===== src/design/svna_pkg.sv =====
// ----------------------------------------------------------------------------
// svna_pkg: shared types and constants
// Table sizing, field widths, status codes, controller states and the
// command/status bundles between controller and datapath.
// ----------------------------------------------------------------------------
package svna_pkg;

  localparam int TABLE_ENTRIES = 1024;
  localparam int AW            = $clog2(TABLE_ENTRIES);
  localparam int CW            = $clog2(TABLE_ENTRIES + 1);

  localparam int CRD_W = 16;
  localparam int KEY_W = 3 * CRD_W;
  localparam int SUM_W = 48;
  localparam int NRM_W = 16;
  localparam int R_W   = 17;
  localparam int SQ_W  = 34;
  localparam int S_W   = 36;
  localparam int DQ_W  = 62;
  localparam int OP_W  = 30;
  localparam int CNT_W = 6;

  localparam logic [CNT_W-1:0] XP_LAST   = 6'd6;
  localparam logic [CNT_W-1:0] SQ_LAST   = 6'd3;
  localparam logic [CNT_W-1:0] DIV_LAST  = 6'd61;
  localparam logic [CNT_W-1:0] SQRT_LAST = 6'd14;

  typedef enum logic [1:0] {
    ST_OK   = 2'd0,
    ST_ZERO = 2'd1,
    ST_FULL = 2'd2,
    ST_MISS = 2'd3
  } status_t;

  typedef enum logic {
    FN_ADD   = 1'b0,
    FN_QUERY = 1'b1
  } func_t;

  typedef enum logic [4:0] {
    S_IDLE,
    S_SCAN,
    S_CHECK,
    S_XP,
    S_NINIT,
    S_NSHIFT,
    S_NSQ,
    S_DLOAD,
    S_DIV,
    S_SLOAD,
    S_SQRT,
    S_NSTORE,
    S_ADDV,
    S_ACC_RD,
    S_ACC_WR,
    S_Q_RD,
    S_Q_WR,
    S_FIN
  } state_t;

  typedef struct packed {
    logic    load;
    logic    scan;
    logic    xp;
    logic    ninit;
    logic    shift;
    logic    sq;
    logic    dload;
    logic    div;
    logic    sload;
    logic    sqrt;
    logic    nstore;
    logic    addv;
    logic    acc_rd;
    logic    acc_wr;
    logic    q_wr;
    logic    cnt_clr;
    logic    res_ld;
    status_t code;
  } cmd_t;

  typedef struct packed {
    logic scan_done;
    logic is_query;
    logic fnd0;
    logic full;
    logic xp_done;
    logic big;
    logic zero;
    logic sq_done;
    logic div_done;
    logic sqrt_done;
    logic comp_last;
    logic cur_fnd;
    logic vtx_last;
    logic out_room;
  } sts_t;

endpackage


===== src/design/svna_ctrl.sv =====
// ----------------------------------------------------------------------------
// svna_ctrl: sequencing state machine
// Steps one item through search, cross product or stored-sum read, normalise and accumulate.
// ----------------------------------------------------------------------------
module svna_ctrl (
  input  logic              clk,
  input  logic              rst_n,
  input  logic              in_valid,
  output logic              in_stall,
  input  svna_pkg::sts_t    sts,
  output svna_pkg::cmd_t    cmd
);

  import svna_pkg::*;

  state_t  state_r, state_nxt;
  status_t code_r, code_nxt;

  always_ff @(posedge clk) begin
    if (!rst_n) begin
      state_r <= S_IDLE;
      code_r  <= ST_OK;
    end else begin
      state_r <= state_nxt;
      code_r  <= code_nxt;
    end
  end

  always_comb begin
    state_nxt = state_r;
    code_nxt  = code_r;
    unique case (state_r)
      S_IDLE:   if (in_valid) state_nxt = S_SCAN;
      S_SCAN:   if (sts.scan_done) state_nxt = S_CHECK;
      S_CHECK: begin
        if (sts.is_query) begin
          if (!sts.fnd0) begin
            state_nxt = S_FIN;
            code_nxt  = ST_MISS;
          end else begin
            state_nxt = S_Q_RD;
          end
        end else if (sts.full) begin
          state_nxt = S_FIN;
          code_nxt  = ST_FULL;
        end else begin
          state_nxt = S_XP;
        end
      end
      S_XP:     if (sts.xp_done) state_nxt = S_NINIT;
      S_NINIT:  state_nxt = S_NSHIFT;
      S_NSHIFT: begin
        if (!sts.big) begin
          if (!sts.zero) begin
            state_nxt = S_NSQ;
          end else if (sts.is_query) begin
            state_nxt = S_FIN;
            code_nxt  = ST_ZERO;
          end else begin
            state_nxt = S_ADDV;
            code_nxt  = ST_ZERO;
          end
        end
      end
      S_NSQ:    if (sts.sq_done) state_nxt = S_DLOAD;
      S_DLOAD:  state_nxt = S_DIV;
      S_DIV:    if (sts.div_done) state_nxt = S_SLOAD;
      S_SLOAD:  state_nxt = S_SQRT;
      S_SQRT:   if (sts.sqrt_done) state_nxt = S_NSTORE;
      S_NSTORE: begin
        if (!sts.comp_last) begin
          state_nxt = S_DLOAD;
        end else begin
          code_nxt  = ST_OK;
          state_nxt = sts.is_query ? S_FIN : S_ADDV;
        end
      end
      S_ADDV:   state_nxt = S_ACC_RD;
      S_ACC_RD: begin
        if (sts.cur_fnd) begin
          state_nxt = S_ACC_WR;
        end else if (sts.vtx_last) begin
          state_nxt = S_FIN;
        end
      end
      S_ACC_WR: state_nxt = sts.vtx_last ? S_FIN : S_ACC_RD;
      S_Q_RD:   state_nxt = S_Q_WR;
      S_Q_WR:   state_nxt = S_NINIT;
      S_FIN:    if (sts.out_room) state_nxt = S_IDLE;
      default:  state_nxt = S_IDLE;
    endcase
  end

  always_comb begin
    cmd      = '0;
    cmd.code = code_r;
    in_stall = (state_r != S_IDLE);
    unique case (state_r)
      S_IDLE:   cmd.load    = in_valid;
      S_SCAN:   cmd.scan    = 1'b1;
      S_CHECK:  cmd.cnt_clr = 1'b1;
      S_XP:     cmd.xp      = 1'b1;
      S_NINIT:  cmd.ninit   = 1'b1;
      S_NSHIFT: begin
        cmd.shift   = 1'b1;
        cmd.cnt_clr = 1'b1;
      end
      S_NSQ:    cmd.sq      = 1'b1;
      S_DLOAD: begin
        cmd.dload   = 1'b1;
        cmd.cnt_clr = 1'b1;
      end
      S_DIV:    cmd.div     = 1'b1;
      S_SLOAD: begin
        cmd.sload   = 1'b1;
        cmd.cnt_clr = 1'b1;
      end
      S_SQRT:   cmd.sqrt    = 1'b1;
      S_NSTORE: cmd.nstore  = 1'b1;
      S_ADDV:   cmd.addv    = 1'b1;
      S_ACC_RD: cmd.acc_rd  = 1'b1;
      S_ACC_WR: cmd.acc_wr  = 1'b1;
      S_Q_RD:   cmd.cnt_clr = 1'b1;
      S_Q_WR:   cmd.q_wr    = 1'b1;
      S_FIN:    cmd.res_ld  = sts.out_room;
      default:  cmd.cnt_clr = 1'b1;
    endcase
  end

endmodule


===== config.mk =====
export PLATFORM = sky130hd
export DESIGN_NAME = svna_ctrl
export DESIGN_NICKNAME = d
export VERILOG_FILES = /design/src/design/svna_pkg.sv /design/src/design/svna_ctrl.sv
export SDC_FILE = /design/constraint.sdc
export NUM_CORES = 1
export LEC_CHECK = 0
export BUFFER_PORTS_ARGS = -buffer_cell sky130_fd_sc_hd__buf_4
export CORE_MARGIN = 1
export CORE_UTILIZATION = 31
export CTS_CLUSTER_SIZE = 8
export DETAILED_ROUTE_END_ITERATION = 8
export PLACE_DENSITY = 0.52
export SYNTH_ARGS = -nofsm -noshare
export SYNTH_HDL_FRONTEND = slang
export SYNTH_SLANG_ARGS = --single-unit

===== constraint.sdc =====
create_clock -name clk -period 2.9 [get_ports clk]
set_input_delay 0.87 -clock clk [delete_from_list [all_inputs] [get_ports clk]]
set_output_delay 0.87 -clock clk [all_outputs]
set_load 0.02 [all_outputs]

### Yosys cells after proc, flatten, opt, wreduce, memory -nomap -nowiden

Cells that the tools add are included.

* flip-flop bits (word level): 7

* equality and inequality tests: 30
* muxes and demuxes: 42
* reduce and logical (&&, ||, !) cells: 6

Operators by type and width (count)
* $pmux 5 s18: 1
* $mux 5: 17
* $eq 5x4->1 const B: 8
* $eq 5x3->1 const B: 4
* $ne 2x2->1 const B: 10
* $mux 1: 17
* $reduce_or 13->1: 1
* $mux 2: 6
* $eq 5x2->1 const B: 2
* $eq 5x5->1 const B: 2
* $ne 3x3->1 const B: 3
* $reduce_and 9->1: 1
* $pmux 2 s3: 1
* $reduce_and 6->1: 1
* $eq 5x1->1 const B: 1
* $logic_not 5->1: 1
* $reduce_bool 5->1: 1
* $reduce_bool 3->1: 1

### Longest topological paths before layout

Gate-level depths: netlist of run 1.

* depth in word-level cells: 4
* mapped depth: 7

### Worst setup path before layout of run 1

No wires, ideal clock.

* path type: reg-to-output
* start point: register state_r[0]
* end point: output cmd[16] (netlist name)
* arrival time: 1.687 ns
* cell stages (with the launch flop): 5
* required time: 2.030 ns
* path slack: 0.343 ns
* path through: dfxtp_1 > buf_1 > clkbuf_1 > or3b_2 > nor2_1

RTL lines
* start, declared: line svna_ctrl.sv:16 `state_t state_r, state_nxt;`
* start signal, assigned: line svna_ctrl.sv:24 `state_r <= state_nxt;`
* end, declared: line svna_ctrl.sv:11 `output svna_pkg::cmd_t cmd`

==> summary.txt, run 1 <==
Critical path
  • Crit Reg-Reg Startpoint: state_r[2]$_SDFFE_PN0P_
  • WP data arrival: 1730 ps
  • Cell family contributing the most delay on the critical path: simple AND/OR/NAND/NOR gates
  • Required time at the worst-slack endpoint: between 2000 and 2500 ps
  • Flop-to-flop setup slack: approximately 780 ps
  • Crit path buf inv count: 2
  • Type of the worst setup path: reg -> out
  • Chain of cells forming the critical path: buf_4, nor3_1, and3_1, buf_4
  • Capture point of the worst path: cmd[18]
  • Worst path most repeated cell: sky130_fd_sc_hd__buf_4
  • Startpoint type of the worst setup path: register
  • Largest driver fanout on the critical path: 13
  • Critical path depth: 4
  • Cell with the biggest individual delay on the critical path: sky130_fd_sc_hd__dfxtp_1
  • Number of cells traversed by the worst register-to-register path: 5
  • Slowest stage delay, CP: approximately 450 ps
  • CP Capture Type: primary output
  • Worst setup path start: state_r[0]$_SDFFE_PN0P_
  • R2R Path End: state_r[2]$_SDFFE_PN0P_

Clock tree
  • CTS tree: built
  • Clock-pin slew on the worst setup and hold paths: around 60 ps
  • Number of gates resized after CTS: 0
  • Clk Latency, worst-skew pair: 250 ps
  • Number of clock buffers inserted by TritonCTS: 3
  • Setup fix buffers added after clock tree synthesis: 0
  • Clk root buf: sky130_fd_sc_hd__clkbuf_4
  • CTS sink cnt: 7
  • Number of buffers between clock root and the deepest sink: 2
  • Total of hold buffers inserted after clock tree synthesis: 0
  • Clock H-tree levels: 1

Layout
  • Diode insertion count for antenna repair: 0
  • Register cell area after layout: approximately 140 um2
  • Signed area change from the synthesized netlist to the final layout: 33.97%
  • Final Core Density: 0.4435
  • Post-layout nets: 190
  • Proportion of layout cells with a drive suffix above 1: 0.3081
  • Area used by multi-input combinational logic: between 700 and 800 um2
  • Layout Cell Area excl Fill: about 1200 um2
  • Number of filler instances in the final layout: around 300

Timing
  • Total negative setup slack: 0 ps
  • Achievable clock frequency: about 380 MHz
  • RSZ-0062 raised after global routing: false
  • Shortest clock period the worst path allows after layout: 2604 ps
  • Max-slew violation count: 0
  • Number of setup violations in the final report: 0
  • Final setup slack of the worst path: ~300 ps
  • Count of endpoints failing hold in the final timing report: 0
  • Worst Max-Slew Pin Slew: around 650 ps
  • Final worst hold slack: 483.3 ps
  • Max-Slew Margin vs Limit: 0.5645
  • Fin Clk Skew: about 5.3 ps
  • Crit share post-route: 0.8981

Yosys
  • Number of flip-flops and latches in the synthesized netlist: 7
  • Number of synthesized flops with an enable pin: 0
  • Post-synthesis async set-or-reset flop share: 0
  • Netlist area before placement: around 920 um2
  • Top_reg_cell synth: sky130_fd_sc_hd__dfxtp_1
  • Average instance area after synthesis: ~6.6 um2
  • Number of warning messages in the yosys log: 0
  • Post-synthesis net count: approximately 160
  • Cell count after synthesis: ~140
  • Count of unique library cells instantiated by Yosys: 51
  • Share of the yosys chip area belonging to registers: 0.1522

Floorplan
  • Height of the die: around 57 um
  • DIE WIDTH: around 57 um
  • Number of placed I/O pins: 37
  • Core Region: 2781 um2
  • Die area: 3193 um2
  • Cell row count: 19
  • Effective utilization at floorplan: 0.3311

Global route
  • Overall fraction of global-route tracks in use: 0.1969
  • First-pass GRT wire length: roughly 5.1 mm
  • Number of global-route vias before repair: between 1k and 1.5k
  • Total gr overflow: 0
  • Largest net degree at the start of global routing: 20
  • Antenna violations before repair: 0

Detailed routing
  • Remaining routing DRC violations: 0
  • Antenna Violating Nets Remaining: 0
  • Initial drt markers: 35
  • Detailed Route WL: between 3 and 4 mm
  • Average wire per standard cell: ~15 um
  • Detailed Routing Iterations Pass 1: 4
  • Vias: ~1.2k
  • Average vias per placed instance: approximately 5.7

Place
  • DPL Wire Length: ~2.4 mm
  • Placement Cell Area: between 1000 and 1500 um2
  • Final weighted congestion in routability-driven placement: between 0.8 and 0.9
  • Post-placement setup slack: between 500 and 600 ps
  • I/O Buffers: 36

Outcome
  • Run status: completed

Power
  • Power per cell area: 800.5 nW/um2
  • Peak supply drop: between 0.4 and 0.5 mV
  • Leakage power figure: 0.5292 nW

Worst hold path
  • Worst min-delay path category: reg -> reg
  • Min-Delay Path Depth: 2
  • Worst min-delay path startpoint: code_r[1]$_SDFFE_PN0P_

Job
  • Max-cap violations: 0
## routing by layer
metal,global-route usage,up-vias,part of all wire
li1,-,578,-
met1,0.2699,529,0.47
met2,0.3227,50,0.46
met3,0.03917,2,0.066
met4,0.03136,0,0.0033
met5,0,-,0
## worst min path at each step
stage	to	slack, ps
finish	code_r[1]$_SDFFE_PN0P_	480
global route	code_r[1]$_SDFFE_PN0P_	540
CTS	code_r[1]$_SDFFE_PN0P_	480
detailed placement	code_r[1]$_SDFFE_PN0P_	480
global placement	code_r[1]$_SDFFE_PN0P_	470
floorplan	code_r[1]$_SDFFE_PN0P_	550
## where the power goes
| part | total, W | switching (W) | internal (W) |
|---|---|---|---|
| clock | 0.0000915 | 0.0000388 | 0.0000527 |
| sequential | 0.000208 | 0.0000819 | 0.000127 |
| combinational | 0.000688 | 0.000386 | 0.000302 |
## cells by family (layout without fill, tap and decap cells)
kind of cell / Yosys count / in the layout / share of synthesized area
AO/OA/AOI/OAI: 42 / 42 / 0.3030
multiplexers: 1 / 1 / 0.01223
flip-flops: 7 / 7 / 0.1522
adder cells (fa/ha/maj): 1 / 1 / 0.01087
AND/OR/NAND/NOR: 70 / 70 / 0.4307
XOR/XNOR: 1 / 1 / 0.009513
buffers and inverters: 17 / 50 / 0.08151
## layout make-up
type	count	share of cell area
multi-input combinational	115	0.5720
sequential	7	0.1136
clock buffer	4	0.02130
inverter	6	0.01826
timing repair buffer	40	0.2434
tap	31	0.03144
## registers in the layout, summed over array words and instances (netlist names)
name	flops
state_r	5
code_r	2
## cells in the mapped netlist (2+ instances only)
cell / number / area, um2
sky130_fd_sc_hd__nor2_1: 16 / 60.06
sky130_fd_sc_hd__a21oi_1: 12 / 60.06
sky130_fd_sc_hd__nand2_1: 12 / 45.04
sky130_fd_sc_hd__dfxtp_1: 7 / 140.1
sky130_fd_sc_hd__nand2b_1: 7 / 43.79
sky130_fd_sc_hd__clkbuf_1: 6 / 22.52
sky130_fd_sc_hd__inv_1: 6 / 22.52
sky130_fd_sc_hd__nor3_1: 6 / 30.03
sky130_fd_sc_hd__o21ai_0: 6 / 30.03
sky130_fd_sc_hd__nand3_1: 4 / 20.02
sky130_fd_sc_hd__nor2b_1: 4 / 25.02
sky130_fd_sc_hd__buf_2: 3 / 15.01
sky130_fd_sc_hd__o22ai_1: 3 / 18.77
sky130_fd_sc_hd__a211oi_1: 2 / 15.01
sky130_fd_sc_hd__a21o_1: 2 / 15.01
sky130_fd_sc_hd__a311oi_1: 2 / 17.52
sky130_fd_sc_hd__a31oi_1: 2 / 12.51
sky130_fd_sc_hd__nand3b_1: 2 / 15.01
sky130_fd_sc_hd__nand4_1: 2 / 12.51
sky130_fd_sc_hd__nor3b_1: 2 / 15.01
sky130_fd_sc_hd__o31ai_1: 2 / 15.01
sky130_fd_sc_hd__or2_2: 2 / 12.51
## per-stage QoR
stage          total power, W  cells
6_report            0.0009875    203
5_1_grt              0.001072    203
4_1_cts             0.0009828    203
3_5_place_dp        0.0008902    199
3_3_place_gp        0.0008869    199
2_1_floorplan       0.0006741    139
## worst min-delay path: cells and delay by family (launching register included)
family,cells,cell delay [ps]
AOI/OAI and AO/OA,2,130
DFF,1,310
## layout by cell type, fill, tap and decap left out, types with 3 or more instances in the layout
cell / n
sky130_fd_sc_hd__nand2b_1: 7
sky130_fd_sc_hd__clkbuf_4: 3
sky130_fd_sc_hd__nor2_1: 16
sky130_fd_sc_hd__buf_4: 40
sky130_fd_sc_hd__inv_1: 6
sky130_fd_sc_hd__a21oi_1: 12
sky130_fd_sc_hd__nand2_1: 12
sky130_fd_sc_hd__nand3_1: 4
sky130_fd_sc_hd__o21ai_0: 6
sky130_fd_sc_hd__o22ai_1: 3
sky130_fd_sc_hd__dfxtp_1: 7
sky130_fd_sc_hd__nor2b_1: 4
sky130_fd_sc_hd__nor3_1: 6
No activity file was read; power rests on OpenSTA's default activity.
==> inputs of run 2 (changes only) <==
--- a/config.mk
+++ b/config.mk
@@ -11,6 +11,7 @@
 export CTS_CLUSTER_SIZE = 8
 export DETAILED_ROUTE_END_ITERATION = 8
 export PLACE_DENSITY = 0.52
+export RECOVER_POWER = 25
 export SYNTH_ARGS = -nofsm -noshare
 export SYNTH_HDL_FRONTEND = slang
 export SYNTH_SLANG_ARGS = --single-unit
==> run 2 against run 1 <==
Count of clock-buffer cells in the layout unchanged. Clock power about the same. Maximum frequency about the same. Largest power group unchanged. Cell area down 0.61%. Sequential power about the same. Sequential share of layout area up 0.069 points. Sequential cell count unchanged.
==> summary.txt, run 2 (synthesized netlist as in run 1, its figures left out) <==
Global route
  • Overall fraction of global-route tracks in use: 0.1969
  • Largest net degree at the start of global routing: 20
  • Antenna violations before repair: 0
  • First-pass GRT wire length: 5.064 mm
  • Total gr overflow: 0
  • Number of global-route vias before repair: roughly 1.0k

Layout
  • Most common cell after layout, fill and taps aside: sky130_fd_sc_hd__buf_4
  • Highest-count cells in the layout ignoring fill and taps: sky130_fd_sc_hd__buf_4, sky130_fd_sc_hd__nor2_1, sky130_fd_sc_hd__nand2_1, sky130_fd_sc_hd__a21oi_1
  • Max FFs per register: 5
  • Signed area change from the synthesized netlist to the final layout: 33.15%
  • Biggest regs: state_r x5, code_r x2
  • Diode insertion count for antenna repair: 0
  • Largest Register: state_r
  • Proportion of layout cells with a drive suffix above 1: 0.2965
  • Post-layout nets: between 150 and 200

Floorplan
  • Effective utilization at floorplan: 0.3311
  • Core Region: roughly 2800 um2
  • Number of placed I/O pins: 37
  • Cell row count: 19
  • DIE WIDTH: between 50 and 60 um
  • Die area: 3193 um2
  • Height of the die: 56.51 um

Place
  • Final weighted congestion in routability-driven placement: slightly below 0.9
  • I/O Buffers: 36
  • DPL Wire Length: 2.417 mm

Critical path
  • Largest driver fanout on the critical path: 13
  • Startpoint type of the worst setup path: register
  • Slowest stage delay, CP: 450 ps
  • Number of cells traversed by the worst register-to-register path: 5
  • R2R Path End: state_r[2]$_SDFFE_PN0P_
  • Worst path most repeated cell: sky130_fd_sc_hd__buf_4
  • Chain of cells forming the critical path: buf_4, nor3_1, and3_1, buf_4
  • Type of the worst setup path: reg -> out
  • Flop-to-flop setup slack: approximately 800 ps
  • CP Capture Type: primary output
  • Crit Reg-Reg Startpoint: state_r[2]$_SDFFE_PN0P_
  • Cell with the biggest individual delay on the critical path: sky130_fd_sc_hd__dfxtp_1
  • Required time at the worst-slack endpoint: slightly above 2000 ps
  • WP data arrival: around 1700 ps

Timing
  • Shortest clock period the worst path allows after layout: between 2000 and 3000 ps
  • Max-Slew Margin vs Limit: 0.5648
  • Achievable clock frequency: 384.0 MHz
  • RSZ-0062 raised after global routing: false
  • Count of endpoints failing hold in the final timing report: 0
  • Number of setup violations in the final report: 0
  • Crit share post-route: 0.8981
  • Final worst hold slack: around 480 ps
  • Total negative setup slack: 0 ps
  • Fin Clk Skew: ~5.3 ps
  • Worst Max-Slew Pin Slew: 647.2 ps
  • Max-slew violation count: 0

Clock tree
  • Clock H-tree levels: 1
  • CTS sink cnt: 7
  • Number of clock buffers inserted by TritonCTS: 3
  • Number of gates resized after CTS: 0
  • Number of buffers between clock root and the deepest sink: 2
  • Setup fix buffers added after clock tree synthesis: 0
  • Clk root buf: sky130_fd_sc_hd__clkbuf_4
  • Total of hold buffers inserted after clock tree synthesis: 0
  • Clk Latency, worst-skew pair: around 250 ps
  • Clock-pin slew on the worst setup and hold paths: approximately 60 ps
  • CTS tree: built

Detailed routing
  • M1 WL: about 1.4 mm
  • Average wire per standard cell: ~15 um
  • Met3 wire len: around 200 um
  • Vias: ~1.2k
  • Antenna Violating Nets Remaining: 0
  • Average vias per placed instance: between 5 and 6
  • Detailed Routing Iterations Pass 1: 4
  • Top routing layer in use: met4
  • Remaining routing DRC violations: 0
  • Detailed Route WL: between 3 and 4 mm
  • Met2 routed WL: ~1.4 mm
  • Initial drt markers: 37

Power
  • Leakage power figure: ~0.52 nW
  • Peak supply drop: between 0.4 and 0.5 mV
  • Power per cell area: about 800 nW/um2

Worst hold path
  • Worst min-delay path category: reg -> reg
  • Min-Delay Path Depth: 2
  • Worst min-delay path startpoint: code_r[1]$_SDFFE_PN0P_
  • End point of the worst hold path: code_r[1]$_SDFFE_PN0P_

Job
  • Max-cap violations: 0

Outcome
  • Run status: completed
## run 2: changes by cell type in the layout (fill, tap and decap cells not counted)
cell and change:
sky130_fd_sc_hd__clkbuf_1 +2, sky130_fd_sc_hd__buf_4 -2
## run 2: routing by layer
layer	vias up	GRT usage
met5	-	0
met4	0	0.03136
met3	2	0.03917
met2	50	0.3227
met1	528	0.2699
li1	578	-
## run 2: stage by stage
step | setup WS, ps | total power (W) | area, um2 | cells | util
floorplan | 342.6 | 0.0006741 | 920.9 | 139 | -
global placement | 586.4 | 0.0008869 | 1207 | 199 | 0.4341
detailed placement | 560.3 | 0.0008902 | 1207 | 199 | 0.4341
CTS | 280.2 | 0.0009828 | 1234 | 203 | 0.4435
global route | 158.4 | 0.001066 | 1226 | 203 | 0.4408
finish | 295.5 | 0.0009822 | 1226 | 203 | 0.4408
## run 2: report_power, final
group	leakage, nW	total, W	switching, W	internal, W
sequential	0.0575	0.000208	0.0000819	0.000127
combinational	0.448	0.000682	0.000387	0.000295
clock	0.0150	0.0000915	0.0000388	0.0000527
## run 2: layout make-up
class / instances / area, um2
timing repair buffer: 40 / 292.8
multi-input combinational: 115 / 705.7
tap: 31 / 38.79
sequential: 7 / 140.1
clock buffer: 4 / 26.28
fill: 300 / 1555
inverter: 6 / 22.52
## run 2: worst max-delay path, delay by kind of cell, from the launching register on
kind,cells,cell delay (ps)
simple gates,2,650
buf+inv,2,380
flops,1,450
## run 2: worst max-delay path by stage
stage	end	from	slack, ps	cells past startpoint
CTS	cmd[18]	state_r[0]$_SDFFE_PN0P_	280	4
finish	cmd[18]	state_r[0]$_SDFFE_PN0P_	300	4
global placement	cmd[18]	state_r[0]$_SDFFE_PN0P_	590	4
global route	cmd[18]	state_r[0]$_SDFFE_PN0P_	160	4
floorplan	cmd[16]	state_r[0]$_SDFFE_PN0P_	340	4
detailed placement	cmd[18]	state_r[0]$_SDFFE_PN0P_	560	4
==> inputs of run 3 (changes only) <==
==> constraint.sdc (replaced) <==
create_clock -name clk -period 2.9 [get_ports clk]
set_input_delay 0.58 -clock clk [delete_from_list [all_inputs] [get_ports clk]]
set_output_delay 0.58 -clock clk [all_outputs]
set_load 0.02 [all_outputs]
==> run 3 against run 2 <==
Clock skew down 2.7 ps. Global-route usage up 0.26 points. Critical path depth up 1. Via count down 1.2%. Worst setup slack better by 170 ps. Sequential cell count unchanged. Sequential power up 6%. Count of clock-buffer cells in the layout unchanged. Critical endpoint is now cmd[3]. Maximum frequency up 7.0%.
==> summary.txt, run 3 (synthesized netlist as in run 1, its figures left out) <==
Power
  • Logic gate share of total power: 0.674
  • Peak supply drop: roughly 0.47 mV
  • Clk pwr share: 0.095
  • Cell internal pwr: 0.0004598 W
  • Share of total power consumed by net switching: 0.5172
  • Sequential Power Share: 0.231
  • Reported net switching power: just under 0.0005 W
  • Leakage power figure: approximately 0.50 nW
  • Power per cell area: between 700 and 800 nW/um2

Clock tree
  • Clk root buf: sky130_fd_sc_hd__clkbuf_4
  • Setup fix buffers added after clock tree synthesis: 0
  • Number of buffers between clock root and the deepest sink: 2
  • Number of gates resized after CTS: 0
  • Total of hold buffers inserted after clock tree synthesis: 0
  • CTS tree: built
  • Clk Latency, worst-skew pair: 250 ps
  • Number of clock buffers inserted by TritonCTS: 3
  • CTS sink cnt: 7
  • Clock-pin slew on the worst setup and hold paths: 50 ps
  • Clock H-tree levels: 1

Timing
  • Count of endpoints failing hold in the final timing report: 0
  • Shortest clock period the worst path allows after layout: 2434 ps
  • Crit share post-route: 0.8393
  • Max-slew violation count: 0
  • Number of setup violations in the final report: 0
  • Worst Max-Slew Pin Slew: 680.6 ps
  • Max-Slew Margin vs Limit: 0.5457
  • Fin Clk Skew: approximately 2.6 ps
  • RSZ-0062 raised after global routing: false
  • Achievable clock frequency: between 400 and 500 MHz
  • Total negative setup slack: 0 ps

Layout
  • Layout Cell Area excl Fill: roughly 1200 um2
  • Highest-count cells in the layout ignoring fill and taps: sky130_fd_sc_hd__buf_4, sky130_fd_sc_hd__nor2_1, sky130_fd_sc_hd__nand2_1, sky130_fd_sc_hd__a21oi_1
  • Final Core Density: 0.4327
  • Non-filler cells in the finished layout: roughly 200
  • Max FFs per register: 5
  • Biggest regs: state_r x5, code_r x2
  • Number of filler instances in the final layout: 288
  • Proportion of layout cells with a drive suffix above 1: 0.2765
  • Area used by multi-input combinational logic: 705.7 um2
  • Signed area change from the synthesized netlist to the final layout: 30.71%
  • Diode insertion count for antenna repair: 0
  • Most common cell after layout, fill and taps aside: sky130_fd_sc_hd__buf_4
  • Largest Register: state_r
  • Post-layout nets: 188
  • Register cell area after layout: 140.1 um2

Detailed routing
  • Average wire per standard cell: about 15 um
  • Initial drt markers: between 40 and 50
  • Average vias per placed instance: approximately 5.7
  • Vias: 1144
  • Remaining routing DRC violations: 0
  • Detailed Routing Iterations Pass 1: 5
  • Antenna Violating Nets Remaining: 0
  • Detailed Route WL: slightly above 3 mm

Critical path
  • Type of the worst setup path: reg -> out
  • WP data arrival: 1850 ps
  • Startpoint type of the worst setup path: register
  • CP Capture Type: primary output
  • Chain of cells forming the critical path: nor2b_1, o21ai_0, a31oi_1, a21oi_1, buf_4
  • Slowest stage delay, CP: approximately 540 ps
  • Crit path buf inv count: 1
  • Crit Reg-Reg Startpoint: state_r[0]$_SDFFE_PN0P_
  • Cell with the biggest individual delay on the critical path: sky130_fd_sc_hd__dfxtp_1
  • Largest driver fanout on the critical path: 9
  • Worst setup path start: state_r[1]$_SDFFE_PN0P_
  • Required time at the worst-slack endpoint: ~2300 ps
  • Cell family contributing the most delay on the critical path: flip-flops

Place
  • Placement Cell Area: between 1000 and 1500 um2
  • Final weighted congestion in routability-driven placement: about 0.85
  • I/O Buffers: 36
  • DPL Wire Length: 2.321 mm
  • Number of cells in the design after placement: slightly below 200

Global route
  • Largest net degree at the start of global routing: 23
  • Number of global-route vias before repair: between 1k and 1.5k
  • First-pass GRT wire length: 4.988 mm
  • Antenna violations before repair: 0
  • Overall fraction of global-route tracks in use: 0.1995
  • Total gr overflow: 0

Floorplan
  • DIE WIDTH: about 57 um
  • Height of the die: between 50 and 60 um
  • Cell row count: 19
  • Number of placed I/O pins: 37
  • Core Region: 2781 um2
  • Effective utilization at floorplan: 0.3311
  • Die area: ~3200 um2

Worst hold path
  • Worst min-delay path category: reg -> reg
  • Worst min-delay path startpoint: code_r[1]$_SDFFE_PN0P_

Outcome
  • Run status: completed

Job
  • Max-cap violations: 0
[run 3: changes by cell type in the layout (fill, tap and decap cells not counted)]
cell	delta
sky130_fd_sc_hd__buf_4	-4
sky130_fd_sc_hd__clkbuf_1	+2
[run 3: final cells by class]
class                   count  area share
flip-flops and latches      7      0.1164
multi-input cells         115      0.5863
clock buffers               4     0.02183
repair buffers             38      0.2245
well taps                  31     0.03222
inverters                   6     0.01871
[run 3: routing by layer]
metal / share of wire / up-vias / GRT usage
li1: - / 573 / -
met2: 0.47 / 52 / 0.3025
met5: 0 / - / 0
met4: 0.013 / 0 / 0.06620
met3: 0.072 / 4 / 0.04839
met1: 0.45 / 515 / 0.2749
[run 3: worst register-to-register path, stage by stage (launching register included)]
cell	delay (ps)
sky130_fd_sc_hd__dfxtp_1	750
sky130_fd_sc_hd__inv_1	260
sky130_fd_sc_hd__a2111oi_0	500
sky130_fd_sc_hd__o31a_1	270
sky130_fd_sc_hd__a211oi_1	60
sky130_fd_sc_hd__a311oi_1	270
[run 3: worst paths after layout]
| path | to | slack [ps] | cells past startpoint |
|---|---|---|---|
| worst max-delay path | cmd[3] | 470 | 5 |
| worst min-delay path | code_r[1]$_SDFFE_PN0P_ | 490 | 2 |
| worst max register to register | state_r[3]$_SDFFE_PN0P_ | 690 | 5 |
| worst min register to register | code_r[1]$_SDFFE_PN0P_ | 490 | 2 |
[run 3: power groups by stage]
stage / combinational (W) / clock [W] / sequential [W]
2_1_floorplan: 0.000524 / 0 / 0.000150
3_3_place_gp: 0.000644 / 0 / 0.000222
3_5_place_dp: 0.000647 / 0 / 0.000220
4_1_cts: 0.000650 / 0.0000934 / 0.000219
5_1_grt: 0.000707 / 0.000100 / 0.000231
6_report: 0.000642 / 0.0000905 / 0.000220
[run 3: per-stage QoR]
stage	total power [W]	worst slack, ps	hold slack, ps
floorplan	0.0006741	632.6	553.7
finish	0.0009524	466.1	486.0
detailed placement	0.0008675	743.4	479.8
global placement	0.0008661	790.9	473.0
CTS	0.0009621	513.5	492.4
global route	0.001038	324.8	528.9
